**config.mk**
```make
export PLATFORM = sky130hd
export DESIGN_NAME = stil_ctrl
export DESIGN_NICKNAME = d
export VERILOG_FILES = /design/src/sv/assert_macros.svh /design/src/sv/stil_pkg.sv /design/src/sv/stil_ctrl.sv
export SDC_FILE = /design/constraint.sdc
export NUM_CORES = 1
export LEC_CHECK = 0
export ABC_AREA = 1
export BUFFER_PORTS_ARGS = -buffer_cell sky130_fd_sc_hd__buf_2
export CORE_MARGIN = 3
export CORE_UTILIZATION = 40
export DETAILED_ROUTE_END_ITERATION = 12
export GPL_ROUTABILITY_DRIVEN = 0
export PLACE_DENSITY = 0.74
export SYNTH_ARGS = -nofsm -noshare
export SYNTH_HDL_FRONTEND = slang
export SYNTH_SLANG_ARGS = --single-unit
```
**constraint.sdc**
```tcl
create_clock -name clk_i -period 1.4 [get_ports clk_i]
set_input_delay 0.14 -clock clk_i [delete_from_list [all_inputs] [get_ports clk_i]]
set_output_delay 0.14 -clock clk_i [all_outputs]
set_load 0.1 [all_outputs]
```
**src/sv/assert_macros.svh**
```systemverilog
// assertion macros used by the top level rtl of the interval lookup block
// expects clk_i and rst_ni in the scope where a macro is used
`ifndef ASSERT_MACROS_SVH
`define ASSERT_MACROS_SVH

// same-cycle implication, off during reset
`define ASSERT_IMPLIES(lbl, ante, cons, msg) \
  lbl: assert property (@(posedge clk_i) disable iff (!rst_ni) (ante) |-> (cons)) \
    else $error(msg);

// next-cycle implication, off during reset
`define ASSERT_NEXT(lbl, ante, cons, msg) \
  lbl: assert property (@(posedge clk_i) disable iff (!rst_ni) (ante) |=> (cons)) \
    else $error(msg);

`endif

```
**src/sv/stil_pkg.sv**
```systemverilog
// shared constants, codes and control structs of the interval lookup block
// no dependencies
package stil_pkg;

  // default sizes
  localparam int unsigned DEF_TABLE_DEPTH = 1024;
  localparam int unsigned DEF_VALUE_WIDTH = 32;

  // fixed field widths
  localparam int unsigned IDX_W      = 10;
  localparam int unsigned POS_W      = 11;
  localparam int unsigned CNT_W      = 11;
  localparam int unsigned MODE_W     = 2;
  localparam int unsigned CFG_IDX_W  = 2;
  localparam int unsigned CFG_DATA_W = 11;
  localparam int unsigned OUT_DATA_W = ((2 * POS_W + 7) / 8) * 8;

  // register indexes
  localparam logic [CFG_IDX_W-1:0] CFG_LOOKUP_MODE  = 2'd0;
  localparam logic [CFG_IDX_W-1:0] CFG_REPORT_MATCH = 2'd1;
  localparam logic [CFG_IDX_W-1:0] CFG_ENTRY_COUNT  = 2'd2;

  // lookup modes, the unused code acts as right mode
  localparam logic [MODE_W-1:0] MODE_NEAREST = 2'd0;
  localparam logic [MODE_W-1:0] MODE_RIGHT   = 2'd1;
  localparam logic [MODE_W-1:0] MODE_LEFT    = 2'd2;

  // item kinds
  localparam logic REQ_LOAD  = 1'b0;
  localparam logic REQ_QUERY = 1'b1;

  // configuration registers
  typedef struct packed {
    logic [MODE_W-1:0] lookup_mode;
    logic              report_match;
    logic [CNT_W-1:0]  entry_count;
  } cfg_t;

  // controller to datapath strobes
  typedef struct packed {
    logic write;     // store a load item into the table
    logic start;     // latch query, read last valid entry
    logic chk_last;  // compare against last entry, start search
    logic step;      // one halving step
    logic found;     // evaluate the found entry
    logic prev;      // latch distance to the entry before
    logic pick;      // choose between found and previous
    logic emit;      // move result into the output register
  } cmd_t;

  // datapath to controller flags
  typedef struct packed {
    logic above_last;
    logic search_done;
    logic need_prev;
    logic out_free;
  } status_t;

endpackage

```
**src/sv/stil_ctrl.sv**
```systemverilog
// sequencer of the interval lookup: one query at a time through the search
// depends on stil_pkg
module stil_ctrl (
  input  logic              clk_i,
  input  logic              rst_ni,
  input  logic              in_valid_i,
  input  logic              in_query_i,
  output logic              in_ready_o,
  input  stil_pkg::status_t status_i,
  output stil_pkg::cmd_t    cmd_o
);

  typedef enum logic [6:0] {
    ST_IDLE  = 7'b0000001,
    ST_LAST  = 7'b0000010,
    ST_SRCH  = 7'b0000100,
    ST_FOUND = 7'b0001000,
    ST_PREV  = 7'b0010000,
    ST_PICK  = 7'b0100000,
    ST_DONE  = 7'b1000000
  } ctrl_state_e;

  ctrl_state_e state_q, state_d;

  assign in_ready_o = (state_q == ST_IDLE);

  // next state and strobes
  always_comb begin
    state_d = state_q;
    cmd_o   = '0;
    case (state_q)
      ST_IDLE: begin
        if (in_valid_i) begin
          if (in_query_i) begin
            cmd_o.start = 1'b1;
            state_d     = ST_LAST;
          end else begin
            cmd_o.write = 1'b1;
          end
        end
      end
      ST_LAST: begin
        cmd_o.chk_last = 1'b1;
        state_d        = status_i.above_last ? ST_DONE : ST_SRCH;
      end
      ST_SRCH: begin
        cmd_o.step = 1'b1;
        if (status_i.search_done) begin
          state_d = ST_FOUND;
        end
      end
      ST_FOUND: begin
        cmd_o.found = 1'b1;
        state_d     = status_i.need_prev ? ST_PREV : ST_DONE;
      end
      ST_PREV: begin
        cmd_o.prev = 1'b1;
        state_d    = ST_PICK;
      end
      ST_PICK: begin
        cmd_o.pick = 1'b1;
        state_d    = ST_DONE;
      end
      ST_DONE: begin
        if (status_i.out_free) begin
          cmd_o.emit = 1'b1;
          state_d    = ST_IDLE;
        end
      end
      default: begin
        state_d = ST_IDLE;
      end
    endcase
  end

  // state register
  always_ff @(posedge clk_i or negedge rst_ni) begin
    if (!rst_ni) begin
      state_q <= ST_IDLE;
    end else begin
      state_q <= state_d;
    end
  end

endmodule

```
# [Word-level counts from Yosys, hierarchy flattened]
# Cells that the tools add are included.
# Widths: inputs -> output; s select.
[totals] reg_bits=7 latchBits=0 mem_count=0 out_inout_bits=9 romBits=0 mem_bits_rw=0
[classes] bitwise_logic=0 div_mod_pow=0 reduce_logical=1 addsub=0 n_eq_ne=11 shifts=0 magnitude_cmp=0 multipliers=0 mux=18
[ops] operator="$pmux 7 s7" count=1
[ops] operator="$mux 7" count=6
[ops] operator="$mux 1" count=9
[ops] operator="$ne 2x2->1 const B" count=4
[ops] operator="$eq 7x1->1 const B" count=1
[ops] operator="$eq 7x2->1 const B" count=1
[ops] operator="$eq 7x3->1 const B" count=1
[ops] operator="$eq 7x4->1 const B" count=1
[ops] operator="$eq 7x5->1 const B" count=1
[ops] operator="$eq 7x6->1 const B" count=1
[ops] operator="$eq 7x7->1 const B" count=1
[ops] operator="$mux 2" count=2
[ops] operator="$reduce_and 4->1" count=1

# [Longest topological paths before layout]
# Gate-level depths: netlist (run 1).
[logic_depth] word_depth=3 ltp_mapped=7 ltp_nobuf=7

# [Worst setup path after synthesis (run 1)]
# Ideal clock, no wire load.
[synth_path] path_type="register -> output" startpoint="register state_q[0]" endpoint="output port cmd_o[6] (netlist bit)" stages_incl_launch_ff=5 t_arrival_ns=2.797 n_path_buf=0 path_slack_ns=-1.537 cell_sequence="dfstp_2 -> inv_1 -> nor2_1 -> nand2_1 -> nor3_1"
[synth_lines] element="start, declared" line_no="stil_ctrl.sv:23" source="ctrl_state_e state_q, state_d;"
[synth_lines] element="start signal, assigned" line_no="stil_ctrl.sv:81" source="state_q <= state_d;"
[synth_lines] element="end, declared" line_no="stil_ctrl.sv:10" source="output stil_pkg::cmd_t cmd_o"

==> impl_results.md, run 1 <==
* Mapped Area at 528 um^2
* Largest Register: state_q
* Hold WC Path Type: in2reg
* Failing checks: setup timing
* H-tree depth at 1
* CTS Buf Count at 3
* DP Wirelength at 1100 um
* Worst EP required at 1.26 ns
* Count of buffers from port buffering at 16
* LEAKAGE at 0.442 nW
* First-pass GRT wire length at 3100 um
* CP Capture Type: output port
* Routed wire length at 1800 um
* Synth Instances at 66
* CTS tree: yes
* Crit path kind: reg2out
* DR DRC count at 0
* R2R setup slack at -0.05 ns
* Die area at 1790 um^2
* Largest net degree at the start of global routing at 8
* Area Growth Syn to Fin at 82.2%
* Diode count at 0
* Regs by FF count: state_q: 7 flops
* Fmax at 595 MHz
* Skew-Pair Late Insertion Delay at 0.26 ns
* Final Hold Viols at 0
* Post-Layout Cell Count at 113
* Num Clock Sinks at 7
* CP Capture Point: cmd_o[7]
* Yosys Warn Count at 0
* Worst-Margin Slew at 0.234 ns
* Clk buf depth at 2
* Share of layout cells above drive strength 1 at 0.646
* Post-Place Worst Slack at -0.0250 ns
* Final Util at 0.822
* R2R Path Start: state_q[0]$_DFFE_PN1P_
* VDD IR max at 0.00196 V
* Largest register FFs at 7
* DRT Pass-1 Iters at 4
* Outcome: finished, violations left
* Crit-path max FO at 3
* Clk_skew at 0.00632 ns
* Vias in the first global route at 627
* CP Launch Type: flop
* Io pins at 17
* Post-synthesis sequential area ratio at 0.334
* Starting Density at 0.451
* Die X at 42.3 um
* Drt via density at 5.19
* Max cap viols at 0
* CP arrival at 1.54 ns
* Clk root buf: clkbuf_4
* Tmin final at 1.68 ns
* RSZ-0062 raised after global routing: yes
* Vias at 586
* Post-Syn Area per Cell at 8.00 um^2
* Worst-path clk slew at 0.05 ns
* GR Overflow Total at 0
* Core area at 1170 um^2
* Antenna Nets Post-Route at 0
* WL/cell at 15.9 um
* Headroom to the max-slew limit at 0.843
* PnR worst setup slack at -0.280 ns
* Layout Nets at 108
* GRT Util Overall at 0.239
* Final worst path period share at 1.20
* Unique masters post-synth at 18
* Worst R2R Path Depth at 8
* Flop and latch count out of synthesis at 7
* Antenna violations before repair at 0
* Final setup viols at 10
* Starting DRT DRC Count at 25
* Reg2reg end: state_q[0]$_DFFE_PN1P_
* Die height at 42.3 um
* Mapped Nets at 74
* Cell Pwr Density at 1640 nW/um^2
* Row count at 12
* Post-placement cell count at 99
* Final Max Slew Viols at 0
* Setup tns final at -1.66 ns
* Origin of the worst setup path: state_q[0]$_DFFE_PN1P_
==> final cells by class <==
cell class                      instances  area (um^2)
Inverter                               12         45.0
Clock buffer                            4         26.3
Timing Repair Buffer                   29          332
Multi-Input combinational cell         47          364
Tap cell                               14         17.5
Sequential cell                         7          178
Fill cell                              57          209
==> layout by cell type (no fill, tap or decap) <==
cell type      netlist  layout
buf_2                0       7
dlygate4sd3_1        0       1
o21bai_2             1       1
nor2_8               1       1
dfrtp_2              0       1
buf_12               0      10
inv_2                3       4
clkbuf_4             0       3
nor2_4               4       9
nor3_2               1       3
nand3_1              3       2
dfstp_2              1       1
dfrtp_1              6       5
nor2_1              10       7
o2111ai_1            1       1
buf_6                0       1
o31ai_2              0       1
inv_1                9       8
nand2_1             10       8
nor2_2               4       2
buf_4                0      10
nor3_1               4       2
clkbuf_1             0       1
nand2_2              3       5
nand3_2              3       4
nand2_8              1       1
==> worst min path at each step <==
stage | start | to | slack, ns | cells after the start
3_3_place_gp | rst_ni | state_q[1]$_DFFE_PN0P_ | -0.03 | 1
5_1_grt | status_i[3] | state_q[2]$_DFFE_PN0P_ | 0.09 | 2
3_5_place_dp | rst_ni | state_q[1]$_DFFE_PN0P_ | -0.02 | 1
4_1_cts | status_i[3] | state_q[2]$_DFFE_PN0P_ | 0.09 | 2
6_report | status_i[3] | state_q[2]$_DFFE_PN0P_ | 0.11 | 2
2_1_floorplan | rst_ni | state_q[1]$_DFFE_PN0P_ | -0.16 | 0
==> critical path, stage by stage (launching register included) <==
cell     delay [ns]
dfstp_2        0.55
inv_2          0.04
nor2_2         0.08
nand2_2        0.08
nor2_4         0.14
nand2_2        0.08
nor2_4         0.13
buf_12         0.18
==> through the flow <==
stage          total power, W  cell area, um^2  hold slack (ns)
2_1_floorplan        0.000897              568           -0.156
3_3_place_gp          0.00117              823          -0.0277
3_5_place_dp          0.00119              823          -0.0246
4_1_cts               0.00145              930           0.0936
5_1_grt               0.00165              962           0.0946
6_report              0.00157              962            0.108
==> synth_stat cells <==
cell,count,area share
o31ai_1,1,0.014
nor2_4,4,0.085
o2111ai_1,1,0.017
nand2_1,10,0.071
nand2_2,3,0.036
nor2_1,10,0.071
inv_2,3,0.021
nor2_8,1,0.038
dfstp_2,1,0.050
inv_1,9,0.064
nand3_2,3,0.057
nor3_2,1,0.019
o21bai_2,1,0.021
nor3_1,4,0.038
nor2_2,4,0.047
nand3_1,3,0.028
nand2_8,1,0.038
dfrtp_1,6,0.28
==> power by group <==
group          total [W]  switching, W  internal, W
Sequential      0.000271     0.0000282     0.000242
Clock           0.000190     0.0000812     0.000109
Combinational    0.00111      0.000661     0.000452
==> what timing repair did <==
item                       4_1_cts  5_1_grt
pin swaps                        8        6
gates resized for setup          4        3
hold endpoints to repair         7        0
buffers inserted                 6        3
setup endpoints to repair        9       12
hold buffers                     1        0
==> routing by layer <==
metal	share of wire	track usage	routed length (um)	up-vias
met5	0	0	0	-
met4	0.019	0.112	34	0
met3	0.049	0.0429	89	4
met2	0.52	0.407	931	29
met1	0.41	0.287	746	283
li1	-	-	-	270
==> logic make-up after synthesis <==
| group | synth area share |
|---|---|
| flops | 0.334 |
| buf+inv | 0.0853 |
| compound gates | 0.0521 |
| simple gates | 0.528 |
Power figures use the tool's default switching activity.
==> run 2: changes to the inputs <==
--- a/config.mk
+++ b/config.mk
@@ -7,11 +7,14 @@
 export LEC_CHECK = 0
 export ABC_AREA = 1
 export BUFFER_PORTS_ARGS = -buffer_cell sky130_fd_sc_hd__buf_2
+export CELL_PAD_IN_SITES_DETAIL_PLACEMENT = 1
+export CELL_PAD_IN_SITES_GLOBAL_PLACEMENT = 1
 export CORE_MARGIN = 3
-export CORE_UTILIZATION = 40
+export CORE_UTILIZATION = 34
 export DETAILED_ROUTE_END_ITERATION = 12
 export GPL_ROUTABILITY_DRIVEN = 0
-export PLACE_DENSITY = 0.74
+export MAX_ROUTING_LAYER = met4
+export PLACE_DENSITY_LB_ADDON = 0.08
 export SYNTH_ARGS = -nofsm -noshare
 export SYNTH_HDL_FRONTEND = slang
 export SYNTH_SLANG_ARGS = --single-unit
==> impl_results.md, run 2 (synthesis results as in run 1) <==
* Outcome: finished, violations left (unchanged)
* Failing checks: setup timing (unchanged)
* Hold WC Path Type: in2reg (unchanged)
* Commonest non-fill, non-tap cells in the layout: nor2_4 (10), buf_12 (9), inv_1 (8), buf_4 (8) (was buf_12 (10), buf_4 (10), nor2_4 (9))
* Core area at 1380 um^2 (was 1170 um^2)
* Row count at 13 (was 12)
* Tmin final at 1.66 ns (was 1.68 ns)
* Die height at 45.4 um (was 42.3 um)
* Crit path largest cell delay at 0.54 ns (was 0.55 ns)
* Drt via density at 4.92 (was 5.19)
* Vias in the first global route at 612 (was 627)
* Starting Density at 0.382 (was 0.451)
* Final setup viols at 10 (unchanged)
* Vias at 546 (was 586)
* Hold Slack at 0.0888 ns (was 0.108 ns)
* Largest net degree at the start of global routing at 10 (was 8)
* Total power at 0.00155 W (was 0.00157 W)
* Fmax at 603 MHz (was 595 MHz)
* Headroom to the max-slew limit at 0.817 (was 0.843)
* WL/cell at 15.7 um (was 15.9 um)
* CP Capture Type: output port (unchanged)
* Final Hold Viols at 0 (unchanged)
* Top Family by Delay on Critical Path: flip-flops (unchanged)
* Regs by FF count: state_q: 7 flops (unchanged)
* Io pins at 17 (unchanged)
* Final Util at 0.682 (was 0.822)
* Setup tns final at -1.81 ns (was -1.66 ns)
* Worst R2R Path Depth at 8 (unchanged)
* Met1 GRT Util at 0.237 (was 0.287)
* H-tree depth at 1 (unchanged)
* Worst-Margin Slew at 0.273 ns (was 0.234 ns)
* GRT Util Overall at 0.206 (was 0.239)
* Die area at 2060 um^2 (was 1790 um^2)
* GR Overflow Total at 0 (unchanged)
* Skew-Pair Late Insertion Delay at 0.26 ns (about the same)
* Most common cell after layout, fill and taps aside: nor2_4
* Largest register FFs at 7 (unchanged)
* DR DRC count at 0 (unchanged)
* LEAKAGE at 0.435 nW (was 0.442 nW)
* GR Layer Usage met3 at 0.0119 (was 0.0429)
* Most Crowded Layer GR: met2 (unchanged)
* VDD IR max at 0.00122 V (was 0.00196 V)
* Worst path bufs/invs at 2 (unchanged)
* CTS Buf Count at 3 (unchanged)
* Antenna Nets Post-Route at 0 (unchanged)
* CP Depth at 7 (unchanged)
* Clk buf depth at 2 (unchanged)
* Post-placement cell count at 101 (was 99)
* Max cap viols at 0 (unchanged)
* Starting DRT DRC Count at 4 (was 25)
* Clk root buf: clkbuf_4 (unchanged)
* CP arrival at 1.52 ns (was 1.54 ns)
* Diode count at 0 (unchanged)
* PnR worst setup slack at -0.257 ns (was -0.280 ns)
* RSZ-0062 raised after global routing: yes (unchanged)
* Worst path cell trace: inv_2 > nor2_2 > nand2_2 > nor2_4 > nand2_2 > nor2_4 > buf_12 (unchanged)
* Crit path kind: reg2out (unchanged)
* Worst EP required at 1.26 ns (about the same)
* GR Layer Usage met2 at 0.323 (was 0.407)
* Share of layout cells above drive strength 1 at 0.656 (was 0.646)
* Routed wire length at 1740 um (was 1800 um)
* Area Growth Syn to Fin at 78.7% (was 82.2%)
* CTS tree: yes (unchanged)
* Hold path depth at 2 (unchanged)
* DP Wirelength at 1300 um (was 1100 um)
* Layout Nets at 105 (was 108)
* Antenna violations before repair at 0 (unchanged)
* Crit-path max FO at 3 (unchanged)
* Final worst path period share at 1.18 (was 1.20)
* CP Launch Type: flop (unchanged)
* Clk_skew at 0.00619 ns (was 0.00632 ns)
* Filler instances at 163 (was 57)
* Post-Layout Cell Count at 111 (was 113)
* Largest Register: state_q (unchanged)
* Worst-path clk slew at 0.06 ns (was 0.05 ns)
* DRT Pass-1 Iters at 4 (unchanged)
* Final Max Slew Viols at 0 (unchanged)
* Crit-path slowest cell: dfstp_2 (unchanged)
* Cell Pwr Density at 1640 nW/um^2 (about the same)
* First-pass GRT wire length at 2760 um (was 3100 um)
* Num Clock Sinks at 7 (unchanged)
* Count of buffers from port buffering at 16 (unchanged)
* Die X at 45.4 um (was 42.3 um)
-- run 2: final timing paths --
path / startpoint / endpoint / slack, ns
setup reg to reg: state_q[0]$_DFFE_PN1P_ / state_q[0]$_DFFE_PN1P_ / -0.08
min in group asynchronous: rst_ni / state_q[6]$_DFFE_PN0P_ / 0.25
hold reg to reg: state_q[4]$_DFFE_PN0P_ / state_q[5]$_DFFE_PN0P_ / 0.69
hold / removal: status_i[3] / state_q[2]$_DFFE_PN0P_ / 0.09
max in group asynchronous: rst_ni / state_q[0]$_DFFE_PN1P_ / 0.92
setup / recovery: state_q[0]$_DFFE_PN1P_ / cmd_o[7] / -0.26
-- run 2: report_power, final --
part           switching [W]  total, W  internal [W]
clock              0.0000808  0.000185      0.000105
sequential         0.0000297  0.000272      0.000242
combinational       0.000674   0.00109      0.000415
total               0.000785   0.00155      0.000761
-- run 2: metal layers --
layer | up-vias | wire length [um]
li1 | 267 | -
met1 | 261 | 722
met2 | 12 | 919
met3 | 6 | 35
met4 | 0 | 65
met5 | - | 0
-- run 2: worst reg2reg max path, stage by stage (launching register included) --
cell and delay [ns]:
dfstp_2 0.54, buf_4 0.12, buf_4 0.11, nor2_1 0.04
nand2_1 0.15, nor2_4 0.07, nor2_1 0.14, nand3_1 0.12
o21bai_2 0.12
-- run 2: area by class of cell --
cell class / count / area (um^2) / share of cell area
Timing Repair Buffer: 26 / 297 / 0.314
Multi-Input combinational cell: 47 / 378 / 0.401
Sequential cell: 7 / 178 / 0.188
Inverter: 12 / 45.0 / 0.0477
Clock buffer: 3 / 22.5 / 0.0239
Tap cell: 15 / 18.8 / 0.0199
Clock inverter: 1 / 5.00 / 0.00531
-- run 2: what timing repair did --
action	CTS	global route
hold buffers	1	0
pin swaps	8	0
setup buffers	3	2
endpoints found under the setup margin	9	12
gates resized for setup	7	4
hold endpoints to repair	7	0
-- run 2: stage by stage --
| stage | instance area [um^2] | setup WS (ns) |
|---|---|---|
| 6_report | 943 | -0.257 |
| 5_1_grt | 943 | -0.318 |
| 4_1_cts | 913 | -0.258 |
| 3_5_place_dp | 832 | -0.0530 |
| 3_3_place_gp | 832 | 0.00521 |
| 2_1_floorplan | 568 | -0.685 |
==> run 3: changes to the inputs <==
--- a/config.mk
+++ b/config.mk
@@ -15,6 +15,8 @@
 export GPL_ROUTABILITY_DRIVEN = 0
 export MAX_ROUTING_LAYER = met4
 export PLACE_DENSITY_LB_ADDON = 0.08
+export SETUP_SLACK_MARGIN = 0.3
+export SLEW_MARGIN = 25
 export SYNTH_ARGS = -nofsm -noshare
 export SYNTH_HDL_FRONTEND = slang
 export SYNTH_SLANG_ARGS = --single-unit
==> impl_results.md, run 3 <==
* Area share of the largest cell type after synthesis at 0.284 (unchanged)
* Post-Syn Area per Cell at 8.00 um^2 (unchanged)
* Error: [ERROR DPL-0033] detailed placement checks failed during check placement.
* Outcome: stopped before the end (was finished, violations left)
* Share of synthesized registers carrying an async set or reset at 1.00 (unchanged)
* CTS Buf Count at 3 (unchanged)
* Mapped Nets at 74 (unchanged)
* Die height at 45.4 um (unchanged)
* Clk buf depth at 2 (unchanged)
* Die X at 45.4 um (unchanged)
* Prevailing post-synth register cell: dfrtp_1 (unchanged)
* Worst_ep grt: cmd_o[7]
* EDFF count, synth at 0 (unchanged)
* Io pins at 17 (unchanged)
* Largest net degree at the start of global routing at 11
* Area contributors post-synth: dfrtp_1 (28%), nor2_4 (8.5%), nand2_1 (7.1%), nor2_1 (7.1%), inv_1 (6.4%) (unchanged)
* Flop and latch count out of synthesis at 7 (unchanged)
* Unique masters post-synth at 18 (unchanged)
* Row count at 13 (unchanged)
* Clk root buf: clkbuf_4 (unchanged)
* Largest area contributor in the netlist: dfrtp_1 (unchanged)
* Commonest cells post-synth: nand2_1 (10), nor2_1 (10), inv_1 (9) (unchanged)
* Mapped Area at 528 um^2 (unchanged)
* Starting Density at 0.382 (unchanged)
* Worst EP kind: top-level output
* H-tree depth at 1 (unchanged)
* Post-Place Worst Slack at -0.0650 ns (was -0.0530 ns)
* Count of buffers from port buffering at 16 (unchanged)
* Synth Instances at 66 (unchanged)
* Num Clock Sinks at 7 (unchanged)
* Placed Instance Area at 825 um^2 (was 832 um^2)
* Antenna violations before repair at 0
* DP Wirelength at 1310 um (was 1300 um)
* Yosys Warn Count at 0 (unchanged)
* Post-placement cell count at 100 (was 101)
* Stopped at: global routing
* Post-synthesis sequential area ratio at 0.334 (unchanged)
-- run 3: cell counts after synthesis --
No cell type changed its count.
-- run 3: cells by family after synthesis --
| kind of cell | count (synthesis) | share of synthesized area |
|---|---|---|
| simple gates | 44 | 0.528 |
| buf+inv | 12 | 0.0853 |
| flops | 7 | 0.334 |
| compound gates | 3 | 0.0521 |
-- run 3: per-stage QoR --
stage          utilization  TNS [ns]
2_1_floorplan            -     -1.81
3_3_place_gp         0.596         0
3_5_place_dp         0.596   -0.0650
4_1_cts              0.675     -1.84
-- run 3: timing repair --
| action | in CTS |
|---|---|
| hold endpoints to repair | 7 |
| setup buffers | 6 |
| gates resized for setup | 8 |
| pin swaps | 9 |
| setup endpoints to repair | 13 |
| hold buffers | 1 |
==> run 4: changes to the inputs <==
==> config.mk (replaced) <==
export PLATFORM = sky130hd
export DESIGN_NAME = stil_ctrl
export DESIGN_NICKNAME = d
export VERILOG_FILES = /design/src/sv/assert_macros.svh /design/src/sv/stil_pkg.sv /design/src/sv/stil_ctrl.sv
export SDC_FILE = /design/constraint.sdc
export NUM_CORES = 1
export LEC_CHECK = 0
export ABC_AREA = 1
export BUFFER_PORTS_ARGS = -buffer_cell sky130_fd_sc_hd__buf_2
export CORE_AREA = 3 3 64 66
export DETAILED_ROUTE_END_ITERATION = 12
export DIE_AREA = 0 0 67 69
export GPL_ROUTABILITY_DRIVEN = 0
export PLACE_DENSITY_LB_ADDON = 0.15
export SLEW_MARGIN = 25
export SYNTH_ARGS = -nofsm -noshare
export SYNTH_HDL_FRONTEND = slang
export SYNTH_SLANG_ARGS = --single-unit
==> impl_results.md, run 4 (synthesis results as in run 1) <==
* Origin of the worst setup path: state_q[0]$_DFFE_PN1P_
* Antenna violations before repair at 0
* Tmin final at 1.61 ns
* Commonest non-fill, non-tap cells in the layout: buf_12 (10), nor2_4 (9), inv_1 (8)
* Diode count at 0
* Cell Pwr Density at 1640 nW/um^2
* Starting DRT DRC Count at 14
* Hold Slack at 0.115 ns
* Final worst path period share at 1.15
* Hold WC Path Type: in2reg
* RSZ-0062 raised after global routing: yes
* Power share of the clock group at 0.190
* Gate power share at 0.636
* Core area at 3630 um^2
* NetSw at 0.000745 W
* R2R Path Start: state_q[0]$_DFFE_PN1P_
* Headroom to the max-slew limit at 0.855
* GR Overflow Total at 0
* Crit path kind: reg2out
* Worst-path clk slew at 0.05 ns
* Crit path largest cell delay at 0.56 ns
* Post-placement cell count at 133 (was 100)
* P_int at 0.000832 W
* Drt via density at 3.52
* DRT Pass-1 Iters at 4
* GRT Util Overall at 0.0699
* Switch share at 0.472
* Die area at 4620 um^2
* Die X at 67 um (was 45.4 um)
* Top Family by Delay on Critical Path: flip-flops
* Largest register FFs at 7
* H-tree depth at 1 (unchanged)
* Post-route cell area at 961 um^2
* Row count at 22 (was 13)
* Final Hold Viols at 0
* Failing checks: setup timing
* Worst R2R Path Depth at 8
* PnR worst setup slack at -0.208 ns
* Vias at 493
* Crit-path max FO at 4
* Regs by FF count: state_q: 7 flops
* Worst-Margin Slew at 0.217 ns
* Total power at 0.00158 W
* DR DRC count at 0
* Area Growth Syn to Fin at 82.0%
* CTS tree: yes
* Final setup viols at 9
* Final Max Slew Viols at 0
* Starting Density at 0.145 (was 0.382)
* Num Clock Sinks at 7 (unchanged)
* Layout Nets at 101
* Antenna Nets Post-Route at 0
* Fmax at 622 MHz
* Outcome: finished, violations left (was stopped before the end)
* First-pass GRT wire length at 2440 um
* Clk buf depth at 2 (unchanged)
* DP Wirelength at 1160 um (was 1310 um)
* Worst EP required at 1.26 ns
* Clk root buf: clkbuf_8 (was clkbuf_4)
* WL/cell at 9.97 um
* Worst path cell trace: inv_2 > nor2_2 > nand2_2 > nor2_4 > nand2_2 > nor2_4 > buf_12
* Io pins at 17 (unchanged)
* Share of layout cells above drive strength 1 at 0.620
* LEAKAGE at 0.419 nW
* CP Launch Type: flop
* Routed wire length at 1400 um
* Most common cell after layout, fill and taps aside: buf_12
* Clk_skew at 0.00138 ns
* Sequential power share at 0.174
* Post-Place Worst Slack at -0.0147 ns (was -0.0650 ns)
* Vias in the first global route at 547
* Count of buffers from port buffering at 16 (unchanged)
* Die height at 69 um (was 45.4 um)
* Max cap viols at 0
* VDD IR max at 0.000319 V
* Hold path depth at 2
* Largest Register: state_q
* CP arrival at 1.47 ns
* Post-Layout Cell Count at 140
* Worst path bufs/invs at 2
* Skew-Pair Late Insertion Delay at 0.23 ns
* CP Depth at 7
* CTS Buf Count at 3 (unchanged)
* Crit-path slowest cell: dfstp_2
* Largest net degree at the start of global routing at 11
* CP Capture Type: output port
* Placed Instance Area at 878 um^2 (was 825 um^2)
* Hold_sp: status_i[3]
==> run 4: final cells by class <==
class | instances | area [um^2]
Fill cell | 402 | 2670
Multi-Input combinational cell | 47 | 357
Timing Repair Buffer | 22 | 275
Sequential cell | 7 | 178
Tap cell | 48 | 60.1
Inverter | 12 | 45.0
Clock buffer | 3 | 41.3
Clock inverter | 1 | 5.00
==> run 4: what timing repair did <==
action,CTS,global route
cloned,0,0
pin swaps,7,1
hold buffers,1,0
endpoints found under the hold margin,7,0
gates resized for setup,3,2
setup buffers,2,0
setup endpoints to repair,9,9
==> run 4: layer usage <==
metal | share of wire | routed length [um] | track usage | vias up
met5 | 0 | 0 | 0 | -
met4 | 0.0079 | 11 | 0.0135 | 0
met3 | 0.092 | 128 | 0.0375 | 2
met2 | 0.42 | 586 | 0.100 | 15
met1 | 0.48 | 669 | 0.0923 | 218
li1 | - | - | - | 258
==> run 4: per-stage QoR <==
stage | TNS, ns | utilization
finish | -1.03 | 0.264
CTS | -1.14 | 0.263
floorplan | -1.81 | -
detailed placement | -0.0147 | 0.242
global placement | 0 | 0.242
global route | -1.68 | 0.264
==> run 4: power groups by stage <==
stage | combinational [W] | clock (W) | sequential, W
2_1_floorplan | 0.000628 | 0 | 0.000269
3_3_place_gp | 0.000988 | 0 | 0.000272
3_5_place_dp | 0.000998 | 0 | 0.000272
4_1_cts | 0.00102 | 0.000308 | 0.000275
5_1_grt | 0.00107 | 0.000321 | 0.000280
6_report | 0.00100 | 0.000300 | 0.000275
==> run 4: final timing paths <==
path | to | slack (ns)
worst max-delay path | cmd_o[7] | -0.21
worst min-delay path | state_q[2]$_DFFE_PN0P_ | 0.11
worst max register to register | state_q[0]$_DFFE_PN1P_ | 0.10
worst min register to register | state_q[5]$_DFFE_PN0P_ | 0.62
max in group asynchronous | state_q[0]$_DFFE_PN1P_ | 0.89
min in group asynchronous | state_q[6]$_DFFE_PN0P_ | 0.28
